### config.mk
export PLATFORM = sky130hd
export DESIGN_NAME = remote_debug_packet_deframer_core
export DESIGN_NICKNAME = d
export VERILOG_FILES = /design/src/rdpd_pkg.sv /design/src/rdpd_front.sv /design/src/rdpd_queue.sv /design/src/rdpd_back.sv /design/src/remote_debug_packet_deframer_core.sv
export SDC_FILE = /design/constraint.sdc
export NUM_CORES = 1
export LEC_CHECK = 0
export BUFFER_PORTS_ARGS = -buffer_cell sky130_fd_sc_hd__buf_2
export CORE_AREA = 3 3 86 88
export CTS_CLUSTER_DIAMETER = 60
export CTS_CLUSTER_SIZE = 28
export DETAILED_ROUTE_END_ITERATION = 10
export DIE_AREA = 0 0 89 91
export PLACE_DENSITY = 0.67
export SKIP_LAST_GASP = 1
export SYNTH_ARGS = -nofsm -noshare
export SYNTH_HDL_FRONTEND = slang
export SYNTH_SLANG_ARGS = --single-unit
### constraint.sdc
create_clock -name clk -period 8.1 [get_ports clk]
set_clock_uncertainty 0.15 [all_clocks]
set_input_delay 1.62 -clock clk [delete_from_list [all_inputs] [get_ports clk]]
set_output_delay 1.62 -clock clk [all_outputs]
set_load 0.02 [all_outputs]
### src/rdpd_pkg.sv
// Package with codes, queue entry type and hex decode for the packet deframer.
`timescale 1ns / 1ps
package rdpd_pkg;

  localparam logic [7:0] CH_START = 8'h24;
  localparam logic [7:0] CH_END   = 8'h23;

  localparam logic [1:0] KIND_START = 2'd0;
  localparam logic [1:0] KIND_DATA  = 2'd1;
  localparam logic [1:0] KIND_ACK   = 2'd2;
  localparam logic [1:0] KIND_NAK   = 2'd3;

  localparam logic [1:0] OP_START   = 2'd0;
  localparam logic [1:0] OP_DATA    = 2'd1;
  localparam logic [1:0] OP_VERDICT = 2'd2;

  localparam int QUEUE_DEPTH = 2;

  typedef struct packed {
    logic [1:0] op;
    logic [7:0] data;
    logic [7:0] check;
  } entry_t;

  typedef struct packed {
    logic       ok;
    logic [3:0] val;
  } hex_t;

  function automatic hex_t hex_decode(input logic [7:0] c);
    hex_t h;
    h.ok  = 1'b1;
    h.val = 4'd0;
    if (c inside {[8'h30:8'h39]}) begin
      h.val = c[3:0];
    end else if (c inside {[8'h41:8'h46], [8'h61:8'h66]}) begin
      h.val = 4'(c[3:0] + 4'd9);
    end else begin
      h.ok = 1'b0;
    end
    return h;
  endfunction

endpackage

### src/rdpd_front.sv
// Front part: framing state machine, running sum and checksum digit parse.
`timescale 1ns / 1ps
module rdpd_front (
  input  logic           clk,
  input  logic           rst,
  input  logic           in_valid,
  output logic           in_stall,
  input  logic [7:0]     rx_byte,
  input  logic           full,
  output logic           push,
  output rdpd_pkg::entry_t entry
);
  import rdpd_pkg::*;

  localparam logic [1:0] PH_HUNT = 2'd0;
  localparam logic [1:0] PH_BODY = 2'd1;
  localparam logic [1:0] PH_DIG1 = 2'd2;
  localparam logic [1:0] PH_DIG2 = 2'd3;

  logic [1:0] phase, phase_next;
  logic [7:0] sum, sum_next;
  logic [3:0] dig_val, dig_val_next;
  logic       dig_ok, dig_ok_next;
  logic       accept;
  logic       emit;
  hex_t       hex;
  logic [7:0] parsed;

  assign in_stall = full;
  assign accept   = in_valid && !full;
  assign push     = accept && emit;
  assign hex      = hex_decode(rx_byte);

  always_comb begin
    if (!dig_ok) begin
      parsed = 8'd0;
    end else if (hex.ok) begin
      parsed = {dig_val, hex.val};
    end else begin
      parsed = {4'd0, dig_val};
    end
  end

  always_comb begin
    phase_next   = phase;
    sum_next     = sum;
    dig_val_next = dig_val;
    dig_ok_next  = dig_ok;
    emit         = 1'b0;
    entry.op     = OP_START;
    entry.data   = 8'd0;
    entry.check  = 8'd0;
    case (phase)
      PH_HUNT: begin
        if (rx_byte == CH_START) begin
          sum_next   = 8'd0;
          phase_next = PH_BODY;
          emit       = 1'b1;
        end
      end
      PH_BODY: begin
        if (rx_byte == CH_END) begin
          phase_next = PH_DIG1;
        end else begin
          sum_next   = sum + rx_byte;
          emit       = 1'b1;
          entry.op   = OP_DATA;
          entry.data = rx_byte;
        end
      end
      PH_DIG1: begin
        dig_val_next = hex.val;
        dig_ok_next  = hex.ok;
        phase_next   = PH_DIG2;
      end
      default: begin
        phase_next  = PH_HUNT;
        emit        = 1'b1;
        entry.op    = OP_VERDICT;
        entry.data  = sum;
        entry.check = parsed;
      end
    endcase
  end

  always_ff @(posedge clk) begin
    if (rst) begin
      phase   <= PH_HUNT;
      sum     <= 8'd0;
      dig_val <= 4'd0;
      dig_ok  <= 1'b0;
    end else if (accept) begin
      phase   <= phase_next;
      sum     <= sum_next;
      dig_val <= dig_val_next;
      dig_ok  <= dig_ok_next;
    end
  end

endmodule

### src/rdpd_queue.sv
// Short queue of classified entries between the front and back parts.
`timescale 1ns / 1ps
module rdpd_queue #(
  parameter int DEPTH = rdpd_pkg::QUEUE_DEPTH
) (
  input  logic             clk,
  input  logic             rst,
  input  logic             push,
  input  rdpd_pkg::entry_t wr_entry,
  output logic             full,
  input  logic             pop,
  output logic             valid,
  output rdpd_pkg::entry_t rd_entry
);
  import rdpd_pkg::*;

  localparam int PTR_W = (DEPTH > 1) ? $clog2(DEPTH) : 1;
  localparam int CNT_W = $clog2(DEPTH + 1);

  entry_t             slots [DEPTH];
  logic [PTR_W-1:0]   wr_ptr;
  logic [PTR_W-1:0]   rd_ptr;
  logic [CNT_W-1:0]   count;
  logic               do_push;
  logic               do_pop;

  assign full     = (count == CNT_W'(DEPTH));
  assign valid    = (count != '0);
  assign do_push  = push && !full;
  assign do_pop   = pop && valid;
  assign rd_entry = slots[rd_ptr];

  always_ff @(posedge clk) begin
    if (do_push) begin
      slots[wr_ptr] <= wr_entry;
    end
  end

  always_ff @(posedge clk) begin
    if (rst) begin
      wr_ptr <= '0;
      rd_ptr <= '0;
      count  <= '0;
    end else begin
      if (do_push) begin
        wr_ptr <= (wr_ptr == PTR_W'(DEPTH - 1)) ? '0 : wr_ptr + 1'b1;
      end
      if (do_pop) begin
        rd_ptr <= (rd_ptr == PTR_W'(DEPTH - 1)) ? '0 : rd_ptr + 1'b1;
      end
      if (do_push && !do_pop) begin
        count <= count + 1'b1;
      end else if (do_pop && !do_push) begin
        count <= count - 1'b1;
      end
    end
  end

endmodule

### src/rdpd_back.sv
// Back part: checksum verdict and output register.
`timescale 1ns / 1ps
module rdpd_back (
  input  logic             clk,
  input  logic             rst,
  input  logic             q_valid,
  input  rdpd_pkg::entry_t q_entry,
  output logic             pop,
  output logic             out_valid,
  input  logic             out_stall,
  output logic [1:0]       kind,
  output logic [7:0]       data,
  output logic             last
);
  import rdpd_pkg::*;

  logic [1:0] kind_next;
  logic       load;

  assign load = !out_valid || !out_stall;
  assign pop  = q_valid && load;

  always_comb begin
    case (q_entry.op)
      OP_START:   kind_next = KIND_START;
      OP_DATA:    kind_next = KIND_DATA;
      OP_VERDICT: kind_next = (q_entry.check == q_entry.data) ? KIND_ACK : KIND_NAK;
      default:    kind_next = KIND_START;
    endcase
  end

  always_ff @(posedge clk) begin
    if (rst) begin
      out_valid <= 1'b0;
    end else if (load) begin
      out_valid <= q_valid;
    end
  end

  always_ff @(posedge clk) begin
    if (pop) begin
      kind <= kind_next;
      data <= q_entry.data;
      last <= (q_entry.op == OP_VERDICT);
    end
  end

endmodule

### src/remote_debug_packet_deframer_core.sv
// A result is written into the queue when its byte is accepted, then moves into the output register.
// Throughput: one byte per cycle; the two-entry queue and the output register set it,
// and the input stalls only when the queue is full.
// Bytes that start no result ('#', first checksum digit, bytes while hunting) push nothing into the queue.
// Reset is synchronous, active high: hunting phase, zero sum, empty queue, no output.
`timescale 1ns / 1ps
module remote_debug_packet_deframer_core #(
  parameter int QUEUE_DEPTH = rdpd_pkg::QUEUE_DEPTH
) (
  input  logic       clk,
  input  logic       rst,
  input  logic       in_valid,
  output logic       in_stall,
  input  logic [7:0] rx_byte,
  output logic       out_valid,
  input  logic       out_stall,
  output logic [1:0] kind,
  output logic [7:0] data,
  output logic       last
);
  import rdpd_pkg::*;

  logic   push;
  logic   full;
  logic   pop;
  logic   q_valid;
  entry_t wr_entry;
  entry_t rd_entry;

  rdpd_front u_front (
    .clk      (clk),
    .rst      (rst),
    .in_valid (in_valid),
    .in_stall (in_stall),
    .rx_byte  (rx_byte),
    .full     (full),
    .push     (push),
    .entry    (wr_entry)
  );

  rdpd_queue #(
    .DEPTH (QUEUE_DEPTH)
  ) u_queue (
    .clk      (clk),
    .rst      (rst),
    .push     (push),
    .wr_entry (wr_entry),
    .full     (full),
    .pop      (pop),
    .valid    (q_valid),
    .rd_entry (rd_entry)
  );

  rdpd_back u_back (
    .clk       (clk),
    .rst       (rst),
    .q_valid   (q_valid),
    .q_entry   (rd_entry),
    .pop       (pop),
    .out_valid (out_valid),
    .out_stall (out_stall),
    .kind      (kind),
    .data      (data),
    .last      (last)
  );

endmodule

Word-level counts from Yosys, hierarchy flattened

Memory sizes are Yosys's and may differ from the RTL's. A register that Yosys moved wholly into a read port is not among the register bits.
Index checks and enable logic that the tools add are counted.

Memories: 1
Flip-flop bits (word level): 31
Word-level logic and storage cells: 89
Output and inout port bits: 13
Bits of input ports: 12
RAM bits: 36

Memory list:

| memory        | depth | width | read ports | clocked after Yosys merged registers in | wr ports | line             | text |
|---|---|---|---|---|---|---|---|
| u_queue.slots | 2     | 18    | 1          | 1                                       | 1        | rdpd_queue.sv:20 | `entry_t slots [DEPTH];` |

Order comparisons: 6
Muxes and demuxes: 28
Add/sub/neg operators: 6
Equality and inequality tests: 11
Reduce and logical (&&, ||, !) cells: 26

Operators with widths:

| cell                | number |
|---|---|
| $mux 8              | 5 |
| $pmux 10 s2         | 1 |
| $eq 8x6->1 const B  | 2 |
| $ge 8x7->1 const B  | 2 |
| $le 8x7->1 const B  | 2 |
| $pmux 8 s2          | 1 |
| $mux 1              | 11 |
| $logic_and 1x1->1   | 10 |
| $mux 9              | 1 |
| $add 8x8->8         | 1 |
| $eq 8x8->1          | 1 |
| $ge 8x6->1 const B  | 1 |
| $le 8x6->1 const B  | 1 |
| $mux 2              | 4 |
| $mux 4              | 2 |
| $reduce_bool 2->1   | 4 |
| $eq 2x2->1 const B  | 3 |
| $pmux 2 s3          | 1 |
| $logic_not 1->1     | 5 |
| $add 4x4->4 const B | 1 |
| $eq 2x1->1 const B  | 2 |
| $ne 2x1->1 const B  | 2 |
| $pmux 2 s2          | 1 |
| $reduce_and 4->1    | 1 |
| other kinds (11)    | 12 |

Logic depth before layout (Yosys ltp)

Gate-level depths: netlist of the first run.

Word-level depth: 9
Gate-level depth with buffers: 9
Mapped depth without buffers: 9

Cells and area by module

Synthesis of the first run repeated with hierarchy kept, for this count alone.

Cell total of the unflattened synthesis: 293
Area total of the unflattened synthesis: 3372.0 um2

Modules (own cells, without submodules):

| module     | cells each | times used | seq. area each (um2) | area each (um2) |
|---|---|---|---|---|
| rdpd_queue | 81         | 1          | 1181.1               | 1516.5 |
| rdpd_front | 179        | 1          | 300.3                | 1376.3 |
| rdpd_back  | 33         | 1          | 320.3                | 479.2 |

Worst setup path before layout of the first run

OpenSTA, ideal clock, no wires.

Path kind: input to register
From: in rx_byte[0]
To: mem u_queue.slots[0][0] (netlist bit) (enable)
Buffers on the path: 0
Setup slack: 4175 ps
Data required time: 7555 ps
Library setup time: 395 ps
Stages on the path: 6
Arrival time: 3380 ps
Cells stage by stage: inv_1 ha_1 and4_2 a21oi_1 a21oi_1 nor2b_1

Cells in the longest elaborated chain, start to end: 7
Elaborated cells between the ends (all ways): 9
Those cells by class: eq/ne: 2; mux: 5; reduce/logical: 2

RTL lines:

| what                             | line                                    | text |
|---|---|---|
| start: declaration               | remote_debug_packet_deframer_core.sv:14 | `input logic [7:0] rx_byte,` |
| $eq 8x6->1 (on tied branches)    | rdpd_front.sv:62, rdpd_front.sv:55      |  |
| $mux 1 (on tied branches)        | rdpd_front.sv:62, rdpd_front.sv:55      |  |
| $pmux 1 s3 (*)                   | rdpd_front.sv:53                        | `case (phase)` |
| $logic_and 1x1->1 (*)            | rdpd_front.sv:31                        | `assign push = accept && emit;` |
| $logic_and 1x1->1 (*)            | rdpd_queue.sv:29                        | `assign do_push = push && !full;` |
| named net u_queue.do_push        | rdpd_queue.sv:24                        | `logic do_push;` |
| $mux 1 (*)                       | rdpd_queue.sv:34                        | `if (do_push) begin` |
| $mux 1 (not written as such) (*) | rdpd_queue.sv:35                        | `slots[wr_ptr] <= wr_entry;` |
| end: declaration                 | rdpd_queue.sv:20                        |  |

The timed path passes the listed nets; every way through them passes the cells marked *.

Worst setup path after layout of the first run

From: in rx_byte[0]
To: mem u_queue.slots[1][13] (netlist bit) (enable)

The elaborated chain is that of the path after synthesis.

==> metrics.cfg, run 1 <==
[status]
status = complete, no violations

[cells_and_area]
layout.nets = 352
post_layout_nonfiller_instances = 406
areaGrowthSynthToFinish_pct = 11.46
multi_input_area_mm2 = 0.001463
register_area_mm2 = 0.001802
fillers = 578
drive_gt1_share_pct = 17.79
utilization_pct = 55.61
diodes = 0

[yosys]
synth_commonest_cells = 46 x edfxtp_1, 29 x nand2_1, 21 x dfxtp_1
synth_cells = 294
synth.largest_area_cell = edfxtp_1
netlist_area_mm2 = 0.003352
synth.most_common_cell = edfxtp_1
synth_ff_type = edfxtp_1
synth_edf_count = 46
synth_top_cell_area_share_pct = 41.21
syn-num-nets = 325
yosys_warnings = 0
synth-seq-cells = 67
synthArstFlopShare_pct = 0
syn_area_per_cell_um2 = 11.40
yosysSeqAreaShare_pct = 53.75
synth_cell_type_count = 52
synthTopCellsByArea = edfxtp_1 41%, dfxtp_1 13%, ha_1 6.7%, nand2_1 3.2%, xnor2_1 3.1%

[worst_hold_path]
worstHoldStart = u_front.dig_val[2]
hold_depth = 2
min_to = u_front.dig_val[2]
hold_class = flip-flop to flip-flop

[placement]
place.gp.congestion = 0.9093
port_buffers = 24
place_inst = 390
dp_hpwl_um = 4558

[timing]
rsz0062_at_grt = no
fin_setup_tns_ns = 0
hold_viol = 0
relSlewSlack_pct = 47.92
finalSetupViolations = 0
timing.final.max_slew_violations = 0
fin_crit_ns = 3.706
finalCritPeriodShare_pct = 45.75
fmax_mhz = 269.8
tightest_slew_ns = 0.7812
fin_hold_ws_ns = 0.3270

[setup_path]
end_kind = flip-flop
cp_data_arrival_time_ns = 3.52
crit_fanout = 18
worstRegToRegCells = 4
cp-startpoint = rx_byte[0]
crit_path_start_kind = primary input
rrSetupSlack_ns = 5.43
r2r-end = u_queue.slots[1][13]
worstSetupPathType = primary input to flip-flop
cp_data_required_time_ns = 7.92
reg2reg_from = u_front.phase[0]

[cts]
max-clock-path-buffers = 2
clk_pin_slew_ns = 0.07
cts_hold_buf = 0
cts_tree = done
htreeDepth = 3
cts_buffers = 9
ctsResizeCount = 0
root_buffer = clkbuf_8
cts_sinks = 67
clk_latency_ns = 0.34
cts_setup_buffers = 0

[routing]
route.detailed.drc = 0
drt_iter0_drc = 105
drt-wirelength-per-cell_um = 15.20
wirelength_um = 6172
vias = 2188
ant_nets = 0
drtPass1Iterations = 4
via_per_inst = 5.389

[global_routing]
grt-ovfl-total = 0
grt_pass1_vias = 2042
antenna_found_initial = 0
grt_pass1_wl_um = 9832
grt_util_all_layers_pct = 16.23
grt_max_degree = 23

[floorplan]
start_util_pct = 49.89
dieWidth_um = 89
core_area_mm2 = 0.006719
ios = 25
chipHeight_um = 91
die_area_mm2 = 0.008099
row_count = 30

[power_and_ir_drop]
internal_power_mw = 0.5946
comb_power_share_pct = 16.4
ir_drop_v = 0.0001011
cellLeakagePower_nw = 1.341
p_per_area_mw_per_mm2 = 219.1
switchingPower_mw = 0.2239
power_frac_seq_pct = 50.5
swShare_pct = 27.36
clkPwrFrac_pct = 33.1

[job]
cap_violations = 0

==> cell families after synthesis <==
family / count (synthesis) / share of synthesized area [%]
XOR/XNOR: 24 / 6.271
buffers and inverters: 22 / 2.613
AO/OA/AOI/OAI: 62 / 12.58
flip-flops: 67 / 53.75
adder cells (fa/ha/maj): 19 / 7.316
multiplexers: 12 / 3.882
AND/OR/NAND/NOR: 88 / 13.59
==> routing by layer <==
layer | global-route usage (%) | wire [um] | vias up
met4 | 6.700 | 135 | 0
met1 | 21.54 | 2903 | 1019
li1 | - | - | 1114
met2 | 24.88 | 2897 | 41
met5 | 0 | 0 | -
met3 | 4.446 | 236 | 14
==> power groups by stage <==
stage          Sequential [mW]  Clock [mW]  Combinational (mW)
4_1_cts                  0.415       0.278               0.136
2_1_floorplan            0.442           0              0.0759
3_5_place_dp             0.422           0               0.135
3_3_place_gp             0.422           0               0.135
5_1_grt                  0.418       0.291               0.148
6_report                 0.414       0.271               0.134
==> critical path, stage by stage <==
cell,delay [ns]
buf_2,0.15
inv_1,0.17
ha_1,0.27
and4_2,0.23
a21oi_1,0.06
a21oi_1,0.33
and2_1,0.69
==> sequential cells by signal, indices dropped and copies added (netlist names), named ones only <==
register,count
u_queue.rd_ptr,1
u_front.dig_val,4
u_front.phase,2
u_back.data,8
u_queue.slots,36
u_front.sum,8
u_back.last,1
u_back.out_valid,1
u_back.kind,1
u_queue.wr_ptr,1
u_front.dig_ok,1
u_queue.count,2
==> cell usage in the layout (no fill, tap or decap), types with 4 or more instances in the layout <==
master	count
edfxtp_1	46
nand2_1	29
buf_2	24
dfxtp_1	21
a21oi_1	20
nor2_1	19
ha_1	18
inv_1	13
o21ai_0	12
xor2_1	12
xnor2_1	12
clkbuf_8	10
mux2_2	8
a22oi_1	7
and2_1	6
nor2b_1	5
nand3_1	5
mux2i_1	4
a21o_1	4
==> final cells by class <==
cell class,instances,share of cell area [%]
sequential,67,48.23
multi-input combinational,205,39.15
clock buffer,12,3.885
timing repair buffer,25,3.416
tap,80,2.679
clock inverter,4,1.340
inverter,13,1.306
==> stage by stage <==
step                worst slack (ns)  power [mW]  cell area [um^2]
global placement               4.128      0.5563              3541
global route                   4.277      0.8573              3736
detailed placement             4.036      0.5571              3541
floorplan                      4.175      0.5175              3352
CTS                            4.395      0.8282              3736
finish                         4.394      0.8185              3736
==> worst max path at each step <==
stage	endpoint	cells past startpoint
floorplan	u_queue.slots[0][0]	6
global placement	u_queue.slots[1][4]	7
detailed placement	u_queue.slots[1][4]	7
CTS	u_queue.slots[1][13]	7
global route	u_queue.slots[1][13]	7
finish	u_queue.slots[1][13]	7
No activity file was read; power rests on OpenSTA's default activity.
==> run 2: changes to the inputs <==
- PLACE_DENSITY: 0.67 -> 0.7
- clock period: 8.1 -> 3.2 ns (I/O delays scaled with it)
==> metrics.cfg, run 2 (same netlist as run 1, synthesis figures left out) <==
[timing]
hold_viol = 0  ; unchanged
tightest_slew_ns = 0.6315  ; -0.1496 ns
fmax_mhz = 385.8
timing.final.max_slew_violations = 0  ; unchanged
fin_crit_ns = 2.592
fin_hold_ws_ns = 0.3360  ; +0.008989 ns
finalCritPeriodShare_pct = 81.01
relSlewSlack_pct = 57.84  ; +9.9 points
worst_slack_ns = 0.6078  ; -3.786 ns
fin_setup_tns_ns = 0  ; unchanged
rsz0062_at_grt = no
finalSetupViolations = 0  ; unchanged

[placement]
place_ws_ns = 0.3126  ; -3.723 ns
place.gp.congestion = 0.8113  ; -11%
dp_hpwl_um = 4588  ; +0.66%
port_buffers = 24  ; unchanged

[power_and_ir_drop]
power_frac_seq_pct = 45.2  ; -5.3 points
switchingPower_mw = 0.5934  ; +170%
internal_power_mw = 1.725  ; +190%
swShare_pct = 25.60  ; -1.8 points
p_total_mw = 2.318  ; +180%
comb_power_share_pct = 14.9  ; -1.5 points
cellLeakagePower_nw = 1.389  ; +3.5%
ir_drop_v = 0.0002814  ; +180%
clkPwrFrac_pct = 39.9  ; +6.8 points
p_per_area_mw_per_mm2 = 606.7  ; +180%

[cells_and_area]
drive_gt1_share_pct = 18.90  ; +1.1 points
register_area_mm2 = 0.001802  ; unchanged
diodes = 0  ; unchanged
multi_input_area_mm2 = 0.001463  ; unchanged
regMostFlops = u_queue.slots
most-common-layout-cells = 46 x edfxtp_1, 29 x nand2_1, 24 x buf_2
largest_reg_flops = 36  ; unchanged
fillers = 569  ; -1.6%
mostFrequentLayoutCell = edfxtp_1
areaGrowthSynthToFinish_pct = 14.00
reg.largest.list = u_queue.slots: 36 flops, u_back.data: 8 flops, u_front.sum: 8 flops
layout.nets = 354  ; +0.57%

[job]
cap_violations = 0  ; unchanged

[routing]
ant_nets = 0  ; unchanged
drtPass1Iterations = 4  ; unchanged
route.detailed.drc = 0  ; unchanged
vias = 2273  ; +3.9%
wirelength_um = 6383  ; +3.4%
drt_iter0_drc = 126  ; +20%
via_per_inst = 5.571  ; +3.4%
drt-wirelength-per-cell_um = 15.64  ; +2.9%

[cts]
htreeDepth = 3  ; unchanged
clk_latency_ns = 0.34  ; about the same
ctsResizeCount = 0  ; unchanged
root_buffer = clkbuf_8
cts_tree = done
cts_buffers = 9  ; unchanged
cts_sinks = 67  ; unchanged
max-clock-path-buffers = 2  ; unchanged
cts_hold_buf = 0  ; unchanged
cts_setup_buffers = 0  ; unchanged
clk_pin_slew_ns = 0.07  ; about the same

[global_routing]
grt_pass1_wl_um = 10570  ; +7.5%
grt_pass1_vias = 2220  ; +8.7%
grt-ovfl-total = 0  ; unchanged
grt_util_all_layers_pct = 17.03  ; +0.79 points
grt_max_degree = 23  ; unchanged
antenna_found_initial = 0  ; unchanged

[setup_path]
crit_path_start_kind = primary input
worstSetupPathType = primary input to flip-flop
worstRegToRegCells = 7  ; +3
end_kind = flip-flop
cp-startpoint = rx_byte[1]
cp_data_arrival_time_ns = 2.71  ; -0.81 ns
crit_fanout = 8  ; -10
reg2reg_from = u_front.phase[1]
cp_data_required_time_ns = 3.32  ; -4.60 ns

[floorplan]
core_area_mm2 = 0.006719  ; unchanged
chipHeight_um = 91  ; unchanged
row_count = 30  ; unchanged
start_util_pct = 49.89  ; unchanged
die_area_mm2 = 0.008099  ; unchanged
ios = 25  ; unchanged
dieWidth_um = 89  ; unchanged

[worst_hold_path]
hold_depth = 2  ; unchanged
hold_class = flip-flop to flip-flop
worstHoldStart = u_front.dig_val[2]

[status]
status = complete, no violations

-- run 2: worst max-delay path, cell delays in order --
cell,delay [ns]
buf_2,0.17
ha_1,0.21
nor2b_1,0.15
nand3_1,0.11
nand2_1,0.19
a21oi_1,0.38
ha_1,0.34
or3_1,0.38
a21oi_1,0.15
-- run 2: final timing paths --
| check | to | slack (ns) |
|---|---|---|
| worst min-delay path | u_front.dig_val[2] | 0.34 |
| worst min register to register | u_front.dig_val[2] | 0.34 |
| worst max register to register | u_queue.count[1] | 0.66 |
| worst max-delay path | u_queue.count[1] | 0.61 |
-- run 2: through the flow --
| stage | std cells | cell area [um^2] | utilization (%) |
|---|---|---|---|
| after floorplan | 294 | 3352 | - |
| after global routing | 408 | 3821 | 56.87 |
| after global placement | 392 | 3556 | 52.92 |
| after CTS | 408 | 3821 | 56.87 |
| after detailed placement | 392 | 3556 | 52.92 |
| final | 408 | 3821 | 56.87 |
-- run 2: cell type report --
class / instances / share of cell area [%]
clock buffer: 10 / 3.340
clock inverter: 6 / 3.602
inverter: 13 / 1.277
multi-input combinational: 205 / 38.28
sequential: 67 / 47.15
tap: 80 / 2.620
timing repair buffer: 27 / 3.733
-- run 2: power by group through the flow --
| stage | clock (mW) | sequential, mW | combinational, mW |
|---|---|---|---|
| final | 0.926 | 1.05 | 0.345 |
| after CTS | 0.946 | 1.05 | 0.349 |
| after detailed placement | 0 | 1.07 | 0.346 |
| after global routing | 0.976 | 1.06 | 0.386 |
| after global placement | 0 | 1.07 | 0.339 |
| after floorplan | 0 | 1.12 | 0.192 |
-- run 2: metal layers --
layer  track usage (%)  wire length [um]  vias up
met5                 0                 0        -
met4             6.203                88        0
met3             4.174               325        9
met2             26.11              3070       57
met1             23.28              2898     1087
li1                  -                 -     1120
==> run 3: changes to the inputs <==
- PLACE_DENSITY: 0.7 -> 0.67
- clock period: 3.2 -> 2.5 ns (I/O delays scaled with it)
==> metrics.cfg, run 3 (same netlist as run 1, synthesis figures left out) <==
[status]
status = complete, no violations

[setup_path]
worstSetupPathType = flip-flop to flip-flop
reg2reg_from = u_front.phase[1]
worstRegToRegCells = 7  ; unchanged
rrSetupSlack_ns = 0.29  ; -0.37 ns
crit_end = u_queue.count[1]
cp_data_arrival_time_ns = 2.32  ; -0.39 ns
crit_path_start_kind = flip-flop
crit_fanout = 10  ; +2
cp-startpoint = u_front.phase[1]
r2r-end = u_queue.count[1]
end_kind = flip-flop
cp_data_required_time_ns = 2.62  ; -0.70 ns

[worst_hold_path]
hold_class = primary input to flip-flop
worstHoldStart = out_stall
hold_depth = 3  ; +1

[cells_and_area]
regMostFlops = u_queue.slots
layout.nets = 366  ; +3.4%
largest_reg_flops = 36  ; unchanged
post_layout_nonfiller_instances = 419  ; +2.7%
drive_gt1_share_pct = 21.24  ; +2.3 points
mostFrequentLayoutCell = edfxtp_1
areaGrowthSynthToFinish_pct = 15.01
fillers = 568  ; -0.18%
most-common-layout-cells = 46 x edfxtp_1, 29 x nand2_1, 24 x buf_2
diodes = 0  ; unchanged
utilization_pct = 57.37  ; +0.50 points
reg.largest.list = u_queue.slots: 36 flops, u_back.data: 8 flops, u_front.sum: 8 flops

[floorplan]
ios = 25  ; unchanged
chipHeight_um = 91  ; unchanged
core_area_mm2 = 0.006719  ; unchanged
row_count = 30  ; unchanged
start_util_pct = 49.89  ; unchanged
dieWidth_um = 89  ; unchanged
die_area_mm2 = 0.008099  ; unchanged

[timing]
hold_viol = 0  ; unchanged
rsz0062_at_grt = no
finalSetupViolations = 0  ; unchanged
finalCritPeriodShare_pct = 88.31
relSlewSlack_pct = 56.83  ; -1.0 points
worst_slack_ns = 0.2921  ; -0.3156 ns
timing.final.max_slew_violations = 0  ; unchanged
fmax_mhz = 452.9
tightest_slew_ns = 0.6467  ; +0.01520 ns
fin_crit_ns = 2.208

[global_routing]
grt_max_degree = 23  ; unchanged
grt_pass1_wl_um = 10650  ; +0.79%
grt_util_all_layers_pct = 17.32  ; +0.29 points
grt_pass1_vias = 2215  ; -0.23%
antenna_found_initial = 0  ; unchanged
grt-ovfl-total = 0  ; unchanged

[routing]
ant_nets = 0  ; unchanged
drt_iter0_drc = 112  ; -11%
dr_wl_met2_um = 3079  ; +0.29%
drtPass1Iterations = 4  ; unchanged
wirelength_um = 6487  ; +1.6%
route.detailed.drc = 0  ; unchanged
drt-wirelength-per-cell_um = 15.48  ; -1.0%
via_per_inst = 5.396  ; -3.1%
met1_length_um = 3090  ; +6.6%
highest_layer = met4
wl_met3_um = 223  ; -31%
vias = 2261  ; -0.53%

[cts]
clk_pin_slew_ns = 0.07  ; about the same
cts_setup_buffers = 0  ; unchanged
cts_hold_buf = 0  ; unchanged
cts_buffers = 9  ; unchanged
root_buffer = clkbuf_8
max-clock-path-buffers = 2  ; unchanged
ctsResizeCount = 0  ; unchanged
cts_sinks = 67  ; unchanged
cts_tree = done
clk_latency_ns = 0.34  ; about the same
htreeDepth = 3  ; unchanged

[placement]
port_buffers = 24  ; unchanged
place.gp.congestion = 0.8601  ; +6.0%
place_inst = 404  ; +3.1%
dp_hpwl_um = 4794  ; +4.5%
place_ws_ns = -0.01769  ; -0.3303 ns

[job]
cap_violations = 0  ; unchanged

[power_and_ir_drop]
p_per_area_mw_per_mm2 = 685.7  ; +13%
ir_drop_v = 0.0003195  ; +14%
cellLeakagePower_nw = 1.409  ; +1.5%

run 3: cell count changes in the layout (fill, tap and decap cells not counted), sizes merged:
cell / previous run / this run
buf: 27 / 39
bufinv: 4 / 1
clkinv: 2 / 4
clkbuf: 10 / 9
clkinvlp: 0 / 1
run 3: how the worst min path moves through the flow:
stage                               endpoint  slack [ns]
after floorplan           u_front.dig_val[2]        0.29
after global placement      u_back.out_valid        0.31
after detailed placement    u_back.out_valid        0.32
after CTS                   u_back.out_valid        0.27
after global routing        u_back.out_valid        0.30
final                       u_back.out_valid        0.28
run 3: cell type report:
type / instances / area [um^2] / share of cell area [%]
repair buffers: 39 / 257.7 / 6.686
clock buffers: 9 / 123.9 / 3.213
well taps: 80 / 100.1 / 2.597
clock inverters: 6 / 57.56 / 1.493
inverters: 13 / 48.80 / 1.266
flip-flops and latches: 67 / 1802 / 46.74
multi-input cells: 205 / 1465 / 38.01
run 3: metrics by stage:
step / hold WS (ns) / instance area [um^2] / TNS, ns / total power [mW]
final: 0.2824 / 3855 / 0 / 2.643
after global routing: 0.2985 / 3855 / 0 / 2.767
after CTS: 0.2701 / 3855 / 0 / 2.668
after detailed placement: 0.3162 / 3674 / -0.01769 / 1.824
after global placement: 0.3106 / 3674 / 0 / 1.811
after floorplan: 0.2950 / 3354 / 0 / 1.677
run 3: where the power goes:
group	leakage, nW	switching (mW)	total [mW]	internal, mW
Clock	0.0878	0.403	0.850	0.446
Sequential	0.588	0.0580	1.34	1.29
Combinational	0.734	0.288	0.449	0.162
Total	1.41	0.749	2.64	1.89
run 3: critical path, stage by stage (launching register included):
cell,delay [ns]
dfxtp_1,0.34
inv_1,0.09
ha_1,0.39
nand2_1,0.14
a21oi_1,0.20
ha_1,0.29
or3_1,0.38
a21oi_1,0.15
run 3: layer usage:
| metal | up-vias | GRT usage, % |
|---|---|---|
| met1 | 1070 | 23.85 |
| li1 | 1144 | - |
| met3 | 6 | 4.446 |
| met5 | - | 0 |
| met4 | 0 | 6.203 |
| met2 | 41 | 26.30 |
